[src/rtl/mme_pkg.sv]
`timescale 1ns / 1ps

package mme_pkg;

	localparam int WORD_W = 32;
	localparam int PROD_W = 64;
	localparam int REG_W  = 4;
	localparam int FRAC_W = 16;

	localparam logic [REG_W-1:0] REG_RESET = 4'd8;

	// Command codes.
	localparam logic [1:0] OP_LOAD_A = 2'd0;
	localparam logic [1:0] OP_LOAD_B = 2'd1;
	localparam logic [1:0] OP_MUL    = 2'd2;

	// Result status codes.
	localparam logic [1:0] ST_OK    = 2'd0;
	localparam logic [1:0] ST_RANGE = 2'd1;
	localparam logic [1:0] ST_ORDER = 2'd2;

	// Configuration register indexes.
	localparam logic [1:0] CFG_A_ROWS = 2'd0;
	localparam logic [1:0] CFG_A_COLS = 2'd1;
	localparam logic [1:0] CFG_B_ROWS = 2'd2;
	localparam logic [1:0] CFG_B_COLS = 2'd3;

	localparam logic [WORD_W-1:0] Q_MAX = 32'h7FFF_FFFF;
	localparam logic [WORD_W-1:0] Q_MIN = 32'h8000_0000;

	// Tag that travels down the multiply-accumulate pipeline with each term.
	typedef struct packed {
		logic       valid;
		logic       first;
		logic       last;
		logic       zero;
		logic       final_elem;
		logic [2:0] row;
		logic [2:0] col;
	} mac_tag_t;

	// One finished product element.
	typedef struct packed {
		logic              valid;
		logic              final_elem;
		logic [2:0]        row;
		logic [2:0]        col;
		logic [WORD_W-1:0] product;
	} mac_res_t;

endpackage

[src/rtl/mme_ram.sv]
`timescale 1ns / 1ps

module mme_ram #(
	parameter int DEPTH = 64,
	parameter int AW    = 6
) (
	input  logic                       clk,
	input  logic                       we,
	input  logic [AW-1:0]              waddr,
	input  logic [mme_pkg::WORD_W-1:0] wdata,
	input  logic                       re,
	input  logic [AW-1:0]              raddr,
	output logic [mme_pkg::WORD_W-1:0] rdata
);

	logic [mme_pkg::WORD_W-1:0] mem [DEPTH];
	logic [mme_pkg::WORD_W-1:0] rdata_q;

	always_ff @(posedge clk) begin
		if (we) begin
			mem[waddr] <= wdata;
		end
	end

	always_ff @(posedge clk) begin
		if (re) begin
			rdata_q <= mem[raddr];
		end
	end

	assign rdata = rdata_q;

endmodule

[config.mk]
export PLATFORM = sky130hd
export DESIGN_NAME = mme_ram
export DESIGN_NICKNAME = d
export VERILOG_FILES = /design/src/rtl/mme_pkg.sv /design/src/rtl/mme_ram.sv
export SDC_FILE = /design/constraint.sdc
export NUM_CORES = 2
export LEC_CHECK = 0
export BUFFER_PORTS_ARGS = -buffer_cell sky130_fd_sc_hd__buf_2
export CELL_PAD_IN_SITES_DETAIL_PLACEMENT = 0
export CELL_PAD_IN_SITES_GLOBAL_PLACEMENT = 1
export CORE_MARGIN = 2
export CORE_UTILIZATION = 35
export DETAILED_ROUTE_END_ITERATION = 8
export PLACE_DENSITY = 0.59
export SYNTH_ARGS = -nofsm -noshare
export SYNTH_HDL_FRONTEND = slang
export SYNTH_SLANG_ARGS = --single-unit
[constraint.sdc]
create_clock -name clk -period 8.6 [get_ports clk]
set_input_delay 0.43 -clock clk [delete_from_list [all_inputs] [get_ports clk]]
set_output_delay 0.43 -clock clk [all_outputs]
set_load 0.02 [all_outputs]
==> After elaboration in Yosys (flattened, before gate mapping) <==
Memories as Yosys holds them, arrays and structs flattened. A register that Yosys moved wholly into a read port is not among the register bits.
Cells that the tools add are included.
W data, S select, Z words.
{ "classes": {"addsub": 0, "multipliers": 0, "div_mod_pow": 0, "order_cmp": 0, "eq_ne": 0, "n_shift": 0, "mux": 2, "bitwise_logic": 0, "n_reduce_logical": 0} }
{ "op_table": {"columns": ["operator", "n"], "rows": [
  ["$mux W1", 2]
]} }
{ "word_totals": {"reg_bits": 0, "latch_bits": 0, "mem_bits_rw": 2048, "mem_bits_ro": 0, "input_bits": 47, "wordCells": 3, "n_memories": 1} }
{ "memory_table": {"columns": ["name", "depth", "word_bits", "read_ports", "rd_clocked_by_memory_dff", "write_ports", "line", "rtl"], "rows": [
  ["mem", 64, 32, 1, 1, 1, "mme_ram.sv:16", "logic [mme_pkg::WORD_W-1:0] mem [DEPTH];"]
]} }

==> Longest topological paths before layout <==
{ "logic_depth": {"word_depth": 2, "depth_mapped": 10, "ltp_nobuf": 5} }

==> Worst setup path before layout <==
No wires, ideal clock.
{ "synth_path": {"path_type": "in2reg", "from": "input waddr[3]", "to": "memory mem[48][0] in the netlist's numbering, enable pin", "arrival_time_ps": 3129, "setup_slack_ps": 5010, "stages": 4, "n_path_buf": 1, "cell_sequence": "clkbuf_1 -> nor2b_1 -> nand4b_1 -> nor3_1"} }
{ "synth_lines": {"columns": ["item", "line", "rtl"], "rows": [
  ["from (decl)", "mme_ram.sv:9", "input logic [AW-1:0] waddr,"],
  ["to (decl)", "mme_ram.sv:16", null]
]} }
Straight into the memory's write port.

==> out/results.txt <==
DRT antenna net count = 0
Hold Startpoint = waddr[1]
Reg2Reg Depth = 4
Total Wirelength = 212.7 mm
Setup Buffers After CTS = 0
vias in the first global route = 37.33k
Clock Latency Late Sink = 0.83 ns
initial antenna violation count = 25
# H-tree levels = 4
GRT overflow = 0
most common cell in the synthesized netlist = edfxtp_1
Setup CP Type = in2reg
most common library cells after synthesis = edfxtp_1 (2080), mux4_2 (544), nor2_1 (137), mux2i_1 (93), o22ai_1 (84)
std cell rows = 174
pwr dens = 234.6 nW/um^2
setup ws final = 5.147 ns
Slew Limit Fails = 0
drt pass-1 iters = 5
Detail Placement HPWL = 111.0 mm
clock transition at the registers of the reported paths = 0.06 ns
Starting Density = 35.12%
largest net degree at the start of global routing = 100
minimum clock period = 3.453 ns
syn_nets = 3371
final hold violation count = 0
ys async rst share = 0%
Routability Congestion = 0.7280
mux share of post-synthesis cell area = 16.72%
Critical R2R Launch = mem[15][10]
Synth area leader = edfxtp_1
slew margin rel. = 13.53%
IO Count = 79
clk sinks = 2080
Chip Width = 478.6 um
critical path data arrival time = 3.98 ns
Crit. End Element = flip-flop
clock share of power = 41.9%
syn avg cell area = 23.72 um^2
CP max FO = 82
non-filler instance count after layout = 6714
Min Hold Slack = 0.1043 ns
final setup violation count = 0
Post-Synth Adder-Cell Area = 0%
Hold EP = mem[49][20]
WHS Path Cells = 2
measured slew at the worst slew-check pin = 1.297 ns
first-pass GRT wire length = 296.7 mm
Pleak = 27.57 nW
WL/cell = 31.69 um
synthesis-to-finish area growth = 14.35%
Yosys reg bits = 2080
most frequently used flop master after synthesis = edfxtp_1
synth top area cells = edfxtp_1 (79%), mux4_2 (16%), mux2i_1 (1.2%)
CTS tree = done
Pint = 16.67 mW
TNS Setup = 0 ns
max-cap violation count = 0
Period Utilization, post-route = 40.16%
Yosys warning count = 0
combinational share of power = 4.7%
status = complete, no violations
Critical Path RT = 9.13 ns
die height = 478.6 um
EDFF count, synth = 2080
Nets = 3590
layout cells sized above 1 = 29.13%
core area = 224500 um^2
CTS buffer count = 209
Cells after DPL = 6324
Synth top area share = 79.23%
Setup Skew = 0.02968 ns
unrepaired setup endpoints after global routing = no
Seq/Total Area, Yosys = 79.23%
Buffers on Ports = 78
Initial DRC Count = 4275
Vias = 36.54k
FMAX = 0.2896 GHz
Avg Vias per Cell = 5.442
DRC errors left = 0
Peak VDD IR = 189.0 uV
post-synthesis cell type count = 33
switch share = 21.18%
Root Buffer Master = clkbuf_16
Switching Power = 4.480 mW
synthesized area = 78840 um^2
Post-CTS Hold Buffers = 0
Max Buffers Root-to-Sink = 3
largest family of logic cells by synthesized area = multiplexers
class of the worst hold path = in2reg
Setup WS pre-CTS = 4.171 ns
Total Power = 21.15 mW
Worst Setup Start Kind = primary input
Post-Syn Instances = 3324
GRT Total Usage = 18.41%
CTS resizes = 0
Compound-Gate Fraction of Synth Area = 1.666%
Die ar. = 229100 um^2
sequential share of power = 53.4%
FF-to-FF End = rdata[10]
r2r setup slk = 6.14 ns
Simple-Gate Fraction of Synth Area = 1.260%
Post-Synth XOR/XNOR Area = 0%
[metal layers]
layer	track usage, %	wire length (um)	share of wire (%)
met1	25.79	90030	42
met3	3.353	13810	6.5
met2	29.56	103100	48
met5	0	80	0.038
met4	5.224	5686	2.7
[kinds of logic after synthesis]
group	after synthesis
simple gates	223
mux	637
compound gates	202
flops	2080
buf+inv	182
[worst max-delay path: stages]
cell and delay, ns:
buf_8 0.51, buf_12 0.46, buf_4 0.58, mux4_2 0.41
mux4_2 0.49, o22ai_1 0.70, nor2_1 0.11
[power by group through the flow]
stage / registers (mW) / clock network [mW] / logic (mW)
floorplan: 11.5 / 0 / 0.546
global placement: 11.5 / 0 / 1.01
detailed placement: 11.5 / 0 / 1.02
CTS: 11.3 / 9.03 / 1.02
global route: 11.3 / 9.43 / 1.07
finish: 11.3 / 8.86 / 0.999
[layout make-up]
cell class                      instances  area [um^2]
Fill cell                           19590       134300
Antenna cell                            7        17.52
Multi-Input combinational cell       1062        15970
Clock inverter                        112        993.5
Clock buffer                          271         5612
Timing Repair Buffer                  190         1355
Tap cell                             2992         3744
Sequential cell                      2080        62460
[through the flow]
stage          instance area [um^2]  utilization [%]
4_1_cts                       90130            40.16
3_3_place_gp                  83530            37.21
5_1_grt                       90140            40.16
3_5_place_dp                  83530            37.21
2_1_floorplan                 78840                -
6_report                      90150            40.16
[flip-flops by register name, indices dropped and copies added (netlist names)]
| register | cells |
|---|---|
| rdata | 32 |
| mem | 2048 |
[worst max path at each step]
stage | start | endpoint | depth (start not counted)
global placement | raddr[1] | rdata[10] | 7
detailed placement | raddr[1] | rdata[10] | 7
global route | raddr[1] | rdata[10] | 7
finish | raddr[1] | rdata[6] | 7
CTS | raddr[1] | rdata[10] | 7
floorplan | waddr[3] | mem[48][0] | 4
[placed cells by master, fill, tap and decap left out, drive strengths merged, types with 2 or more instances in the layout]
cell type	instances
nor2	137
edfxtp	2080
a41o	4
a21oi	62
mux2i	93
or3b	5
nand4	2
nand2	26
inv	5
or2	3
a311oi	8
or3	3
nand3b	5
bufinv	16
nor3	7
clkbuf	271
o221ai	27
mux4	544
o32ai	4
nand2b	8
o22ai	84
nor2b	15
and2	2
buf	190
a22oi	12
clkinv	90
and3	4
diode	7
nand3	5
Power figures use the tool's default switching activity.
