==> src/rtl/mme_pkg.sv <==
`timescale 1ns / 1ps

package mme_pkg;

	localparam int WORD_W = 32;
	localparam int PROD_W = 64;
	localparam int REG_W  = 4;
	localparam int FRAC_W = 16;

	localparam logic [REG_W-1:0] REG_RESET = 4'd8;

	// Command codes.
	localparam logic [1:0] OP_LOAD_A = 2'd0;
	localparam logic [1:0] OP_LOAD_B = 2'd1;
	localparam logic [1:0] OP_MUL    = 2'd2;

	// Result status codes.
	localparam logic [1:0] ST_OK    = 2'd0;
	localparam logic [1:0] ST_RANGE = 2'd1;
	localparam logic [1:0] ST_ORDER = 2'd2;

	// Configuration register indexes.
	localparam logic [1:0] CFG_A_ROWS = 2'd0;
	localparam logic [1:0] CFG_A_COLS = 2'd1;
	localparam logic [1:0] CFG_B_ROWS = 2'd2;
	localparam logic [1:0] CFG_B_COLS = 2'd3;

	localparam logic [WORD_W-1:0] Q_MAX = 32'h7FFF_FFFF;
	localparam logic [WORD_W-1:0] Q_MIN = 32'h8000_0000;

	// Tag that travels down the multiply-accumulate pipeline with each term.
	typedef struct packed {
		logic       valid;
		logic       first;
		logic       last;
		logic       zero;
		logic       final_elem;
		logic [2:0] row;
		logic [2:0] col;
	} mac_tag_t;

	// One finished product element.
	typedef struct packed {
		logic              valid;
		logic              final_elem;
		logic [2:0]        row;
		logic [2:0]        col;
		logic [WORD_W-1:0] product;
	} mac_res_t;

endpackage

==> src/rtl/mme_mac.sv <==
`timescale 1ns / 1ps

module mme_mac #(
	parameter int MAX_DIM = 8
) (
	input  logic                       clk,
	input  logic                       arst_n,
	input  logic                       en,
	input  mme_pkg::mac_tag_t          tag_s1,
	input  logic [mme_pkg::WORD_W-1:0] a_data,
	input  logic [mme_pkg::WORD_W-1:0] b_data,
	output mme_pkg::mac_res_t          res
);

	localparam int ACC_W = mme_pkg::PROD_W + 1 + $clog2(MAX_DIM);
	localparam int HI_LSB = mme_pkg::FRAC_W + mme_pkg::WORD_W - 1;

	logic signed [mme_pkg::PROD_W-1:0] mult;
	logic signed [mme_pkg::PROD_W-1:0] prod_s2;
	mme_pkg::mac_tag_t                 tag_s2;
	logic [ACC_W-1:0]                  acc_q;
	logic [ACC_W-1:0]                  sum;
	logic [ACC_W-1:0]                  base;
	logic [ACC_W-1-HI_LSB:0]           hi;
	logic [mme_pkg::WORD_W-1:0]        sat;

	assign mult = $signed(a_data) * $signed(b_data);

	always_ff @(posedge clk or negedge arst_n) begin
		if (!arst_n) begin
			tag_s2 <= '0;
		end else if (en) begin
			tag_s2 <= tag_s1;
		end
	end

	always_ff @(posedge clk) begin
		if (en) begin
			prod_s2 <= tag_s1.zero ? '0 : mult;
		end
	end

	assign base = tag_s2.first ? '0 : acc_q;
	assign sum  = base + {{(ACC_W - mme_pkg::PROD_W){prod_s2[mme_pkg::PROD_W-1]}}, prod_s2};

	always_ff @(posedge clk) begin
		if (en && tag_s2.valid) begin
			acc_q <= sum;
		end
	end

	// The sum fits Q16.16 only when every bit from bit 47 up equals the sign.
	assign hi = sum[ACC_W-1:HI_LSB];
	always_comb begin
		if (!sum[ACC_W-1] && (hi != '0)) begin
			sat = mme_pkg::Q_MAX;
		end else if (sum[ACC_W-1] && !(&hi)) begin
			sat = mme_pkg::Q_MIN;
		end else begin
			sat = sum[mme_pkg::FRAC_W +: mme_pkg::WORD_W];
		end
	end

	assign res.valid      = en && tag_s2.valid && tag_s2.last;
	assign res.final_elem = tag_s2.final_elem;
	assign res.row        = tag_s2.row;
	assign res.col        = tag_s2.col;
	assign res.product    = sat;

endmodule

==> config.mk <==
export PLATFORM = sky130hd
export DESIGN_NAME = mme_mac
export DESIGN_NICKNAME = d
export VERILOG_FILES = /design/src/rtl/mme_pkg.sv /design/src/rtl/mme_mac.sv
export SDC_FILE = /design/constraint.sdc
export NUM_CORES = 2
export LEC_CHECK = 0
export BUFFER_PORTS_ARGS = -buffer_cell sky130_fd_sc_hd__buf_2
export CAP_MARGIN = 15
export CORE_MARGIN = 2
export CORE_UTILIZATION = 50
export DETAILED_ROUTE_END_ITERATION = 16
export HOLD_SLACK_MARGIN = 0.12
export PLACE_DENSITY = 0.69
export SKIP_CTS_REPAIR_TIMING = 1
export SLEW_MARGIN = 20
export SYNTH_ARGS = -nofsm -noshare
export SYNTH_HDL_FRONTEND = slang
export SYNTH_SLANG_ARGS = --single-unit
export TNS_END_PERCENT = 100
==> constraint.sdc <==
create_clock -name clk -period 4.4 [get_ports clk]
set_clock_uncertainty 0.1 [all_clocks]
set_input_delay 0.44 -clock clk [delete_from_list [all_inputs] [get_ports clk]]
set_output_delay 0.44 -clock clk [all_outputs]
set_load 0.01 [all_outputs]
=== Word level (Yosys, flattened, before mapping) ===
Index checks and enable logic that the tools add are counted.

* Register bits: 142
* Input bits: 78
* Output and inout bits: 40

* Add/subtract/negate cells: 1
* Multipliers: 1
* Muxes and demuxes: 3
* Reductions and logical operators: 8

{| class="wikitable"
|+ Operators with widths
! operator !! count
|-
| adder 68 bit || 1
|-
| 2-to-1 mux 68 bit || 1
|-
| multiplier 32 x 32 -> 64 bit || 1
|-
| 2-to-1 mux 32 bit || 2
|-
| AND reduction 21 bit || 1
|-
| nonzero test 21 bit || 1
|-
| logical AND 1 bit || 4
|-
| logical NOT 1 bit || 2
|}

=== Logic depth before layout (Yosys ltp) ===
* Depth in word-level cells: 7
* Mapped depth: 30
* Depth with buffers taken out: 28

=== Worst setup path before layout ===
OpenSTA, ideal clock, no wires.

* Kind: input -> register
* Start: in a_data[31] (netlist bit)
* End: reg prod_s2[60] (netlist bit), data pin
* Setup time: 0.266 ns
* Data arrival time: 7.475 ns
* Setup slack: -3.441 ns
* Stages: 26
* Path through: clkbuf_1 nand2_1 inv_1 fa_1 inv_1 fa_1 inv_1 fa_1 fa_1 inv_1 fa_1 inv_1 fa_1 fa_1 fa_1 ha_1 inv_1 o21ai_0 a21oi_1 o21ai_0 nor4_1 a21oi_1 a211o_1 o221a_2 xnor2_1 nor2_1

* Word-level cells in the longest chain between the ends: 1

{| class="wikitable"
|+ Ends and longest elaborated chain
! item !! RTL line !! text
|-
| start: declaration || mme_mac.sv:10 || <nowiki>input logic [mme_pkg::WORD_W-1:0] a_data,</nowiki>
|-
| multiplier 32 x 32 -> 64 bit || mme_mac.sv:27 || <nowiki>assign mult = $signed(a_data) * $signed(b_data);</nowiki>
|-
| end signal: assignment || mme_mac.sv:39 || <nowiki>prod_s2 <= tag_s1.zero ? '0 : mult;</nowiki>
|-
| end: declaration || mme_mac.sv:19 || <nowiki>logic signed [mme_pkg::PROD_W-1:0] prod_s2;</nowiki>
|}

No other way between the ends.
A chain may end at the register's enable or synchronous reset.

=== Worst setup path in the final report ===
* Start: in a_data[11] (netlist bit)
* End: reg prod_s2[51] (netlist bit), data pin

Same word-level chain as after synthesis.

==> results_dict.tcl <==
set metrics [dict create \
    drtPass1Iterations 6 \
    hold_path_class "in -> reg" \
    seqCellArea_mm2 0.00422 \
    gr-usage-all-layers 0.268 \
    drt-total-wl_um 130000 \
    worst_slew_pin_slew_ns 1.01 \
    slew_headroom 0.325 \
    cts_buffer_depth 2 \
    htree_levels 4 \
    clock_latency_ns 0.43 \
    worstPathArrival_ns 7.45 \
    multi_input_area_mm2 0.0392 \
    whs_ns 0.140 \
    io_buffer_count 117 \
    final_cells 6783 \
    post-place-ws_ns -3.78 \
    cts_tree "done" \
    status "finished, violations left" \
    antenna_found_initial 4 \
    postSynthAreaPerCell_um2 9.40 \
    nNetsFinal 6996 \
    routedWlPerCell_um 19.1 \
    period_share 1.68 \
    coreArea_mm2 0.0912 \
    synth_edf_count 132 \
    n_fill_cell 7143 \
    placementRows 111 \
    clkTransAtPathRegs_ns 0.06 \
    violations "setup timing" \
    yosys.area.top_type "fa_1" \
    crit_top_cell "fa_1" \
    setup_viol 88 \
    synth_cells 4875 \
    synthArstFlopShare 0.0704 \
    place_hpwl_um 106000 \
    synth_top_area_share 0.473 \
    drt.antenna.violating_nets 0 \
    setup_ws_ns -2.98 \
    ys.flop_type "edfxtp_1" \
    netlist_area_mm2 0.0458 \
    period_needed_ns 7.38 \
    dieHeight_um 307 \
    synth.distinct_cells 84 \
    fin_util 0.634 \
    die-area_mm2 0.0941 \
    ys_seq_area_frac 0.0920 \
    hold_viol 0 \
    die_w_um 307 \
    grt_setup_unrepaired "true" \
    grt_max_degree 69 \
    slew_violations 0 \
    crit_type "in -> reg" \
    slowest_delay_ns 0.55 \
    antenna-diode-count 0 \
    placed_cells 6660 \
    synth_nets 6287 \
    synth_seq_cells 142 \
    clock-sinks 142 \
    endpoint_kind "flop" \
    grt_pass1_wl_um 200000 \
    gr-total-overflow 0 \
    grt_pass1_vias 38100 \
    numCtsBuffers 17 \
    drc 0 \
    place.gp.congestion 0.930 \
    viasPerCell 5.31 \
    crit_required_ns 4.48 \
    io-pin-count 118 \
    synth.area.top_cells "fa_1 47%, edfxtp_1 8.7%, inv_1 8.5%, and2_1 7.1%, ha_1 6.9%" \
    drt_iter0_drc 2401 \
    clock.fmax_ghz 0.136 \
    root_buffer "clkbuf_16" \
    max-cap-violations 0 \
    start_kind "primary input" \
    yosysWarningCount 0 \
    area_growth_pct 26.3 \
    crit_fanout 14 \
    cpMaxStageDelayCell "fa_1" \
    vias 36000 \
    start_util 0.502 \
    drive_gt1_frac 0.259 \
]
-- worst paths after layout --
check	from	to	slack, ns	depth (start not counted)
worst min register to register	res[33]$_DFFE_PN0P_	res[33]$_DFFE_PN0P_	0.40	1
max in group asynchronous	arst_n	tag_s2[9]$_DFFE_PN0P_	3.69	2
min in group asynchronous	arst_n	res[33]$_DFFE_PN0P_	0.30	2
worst min-delay path	tag_s1[1]	res[33]$_DFFE_PN0P_	0.14	2
worst max-delay path	a_data[11]	prod_s2[51]$_SDFFCE_PP0P_	-2.98	29
worst max register to register	tag_s2[9]$_DFFE_PN0P_	acc_q[39]$_DFFE_PP_	0.14	19
-- area by class of cell --
cell class / instances / share of cell area
Multi-Input combinational cell: 3444 / 0.677
Timing Repair Buffer: 945 / 0.147
Sequential cell: 142 / 0.0729
Inverter: 1034 / 0.0671
Tap cell: 1186 / 0.0256
Clock buffer: 18 / 0.00742
Clock inverter: 14 / 0.00313
-- routing by layer --
layer,vias to the layer above,GRT usage,routed length [µm]
met3,223,0.0345,8940
met1,18500,0.364,53500
met4,0,0.0632,3310
met2,1314,0.461,63800
met5,-,0,0
li1,16000,-,-
-- placed cells by master, fill, tap and decap left out, drive strengths merged, types with 6 or more instances in the layout --
master,count
fa,1083
inv,1039
buf,919
nand2,588
and2,523
ha,251
nor2,150
a21oi,147
edfxtp,132
o21ai,124
nor2b,87
xnor2,72
xor2,57
a21o,47
clkbuf,43
nand3,32
nor3,30
nand4,27
nand2b,22
o21a,20
a31oi,20
a211oi,17
and3,15
mux2,11
o21bai,11
o31ai,11
dfrtp,10
nor4,8
or3,7
a21boi,7
o211ai,6
and4,6
-- through the flow --
step / TNS (ns) / area [µm²]
after CTS: -187.95 / 53900
after global routing: -178.12 / 57900
after detailed placement: -196.49 / 53300
final: -165.14 / 57900
after floorplan: -124.85 / 46800
after global placement: -193.33 / 53300
-- cells by family (layout without fill, tap and decap cells) --
logic type | after synthesis | in the layout | synth area share
AOI/OAI and AO/OA | 464 | 464 | 0.0663
muxes | 11 | 11 | 0.00270
and+or+nand+nor | 1506 | 1506 | 0.165
xor gates and xnor gates | 129 | 129 | 0.0252
buffers and inverters | 1289 | 2011 | 0.107
adders and majority gates | 1334 | 1334 | 0.542
DFF | 142 | 142 | 0.0920
-- flip-flops by register name (all words and copies together) (netlist names) --
register	flops
res	7
tag_s2	3
prod_s2	64
acc_q	68
-- synthesized netlist by cell type (7+ instances only) --
library cell,n
a21o_1,47
nand4_1,25
nor3_1,29
clkbuf_1,232
buf_2,9
dfrtp_1,10
and3_1,14
fa_1,1083
nor4_1,8
edfxtp_1,132
nand2_1,587
inv_1,1034
o21ai_2,30
o21a_1,20
nor2b_1,87
buf_4,10
nand3_1,31
xor2_1,56
mux2_2,11
a31oi_1,20
a211oi_1,15
and2_1,523
o21bai_1,11
o31ai_1,10
nand2b_1,22
nor2_1,149
or3_1,7
ha_1,251
o21ai_0,89
xnor2_1,71
a21oi_1,147
-- critical path, delay by kind of cell --
family / cells / cell delay [ns]
adder cells (fa/ha/maj): 9 / 4.16
AO/OA/AOI/OAI: 9 / 1.75
buffers and inverters: 8 / 0.71
AND/OR/NAND/NOR: 2 / 0.21
XOR/XNOR: 1 / 0.15
Power is not shown: default switching activity piles up to over one toggle a cycle in this logic, so the estimate is an artifact.
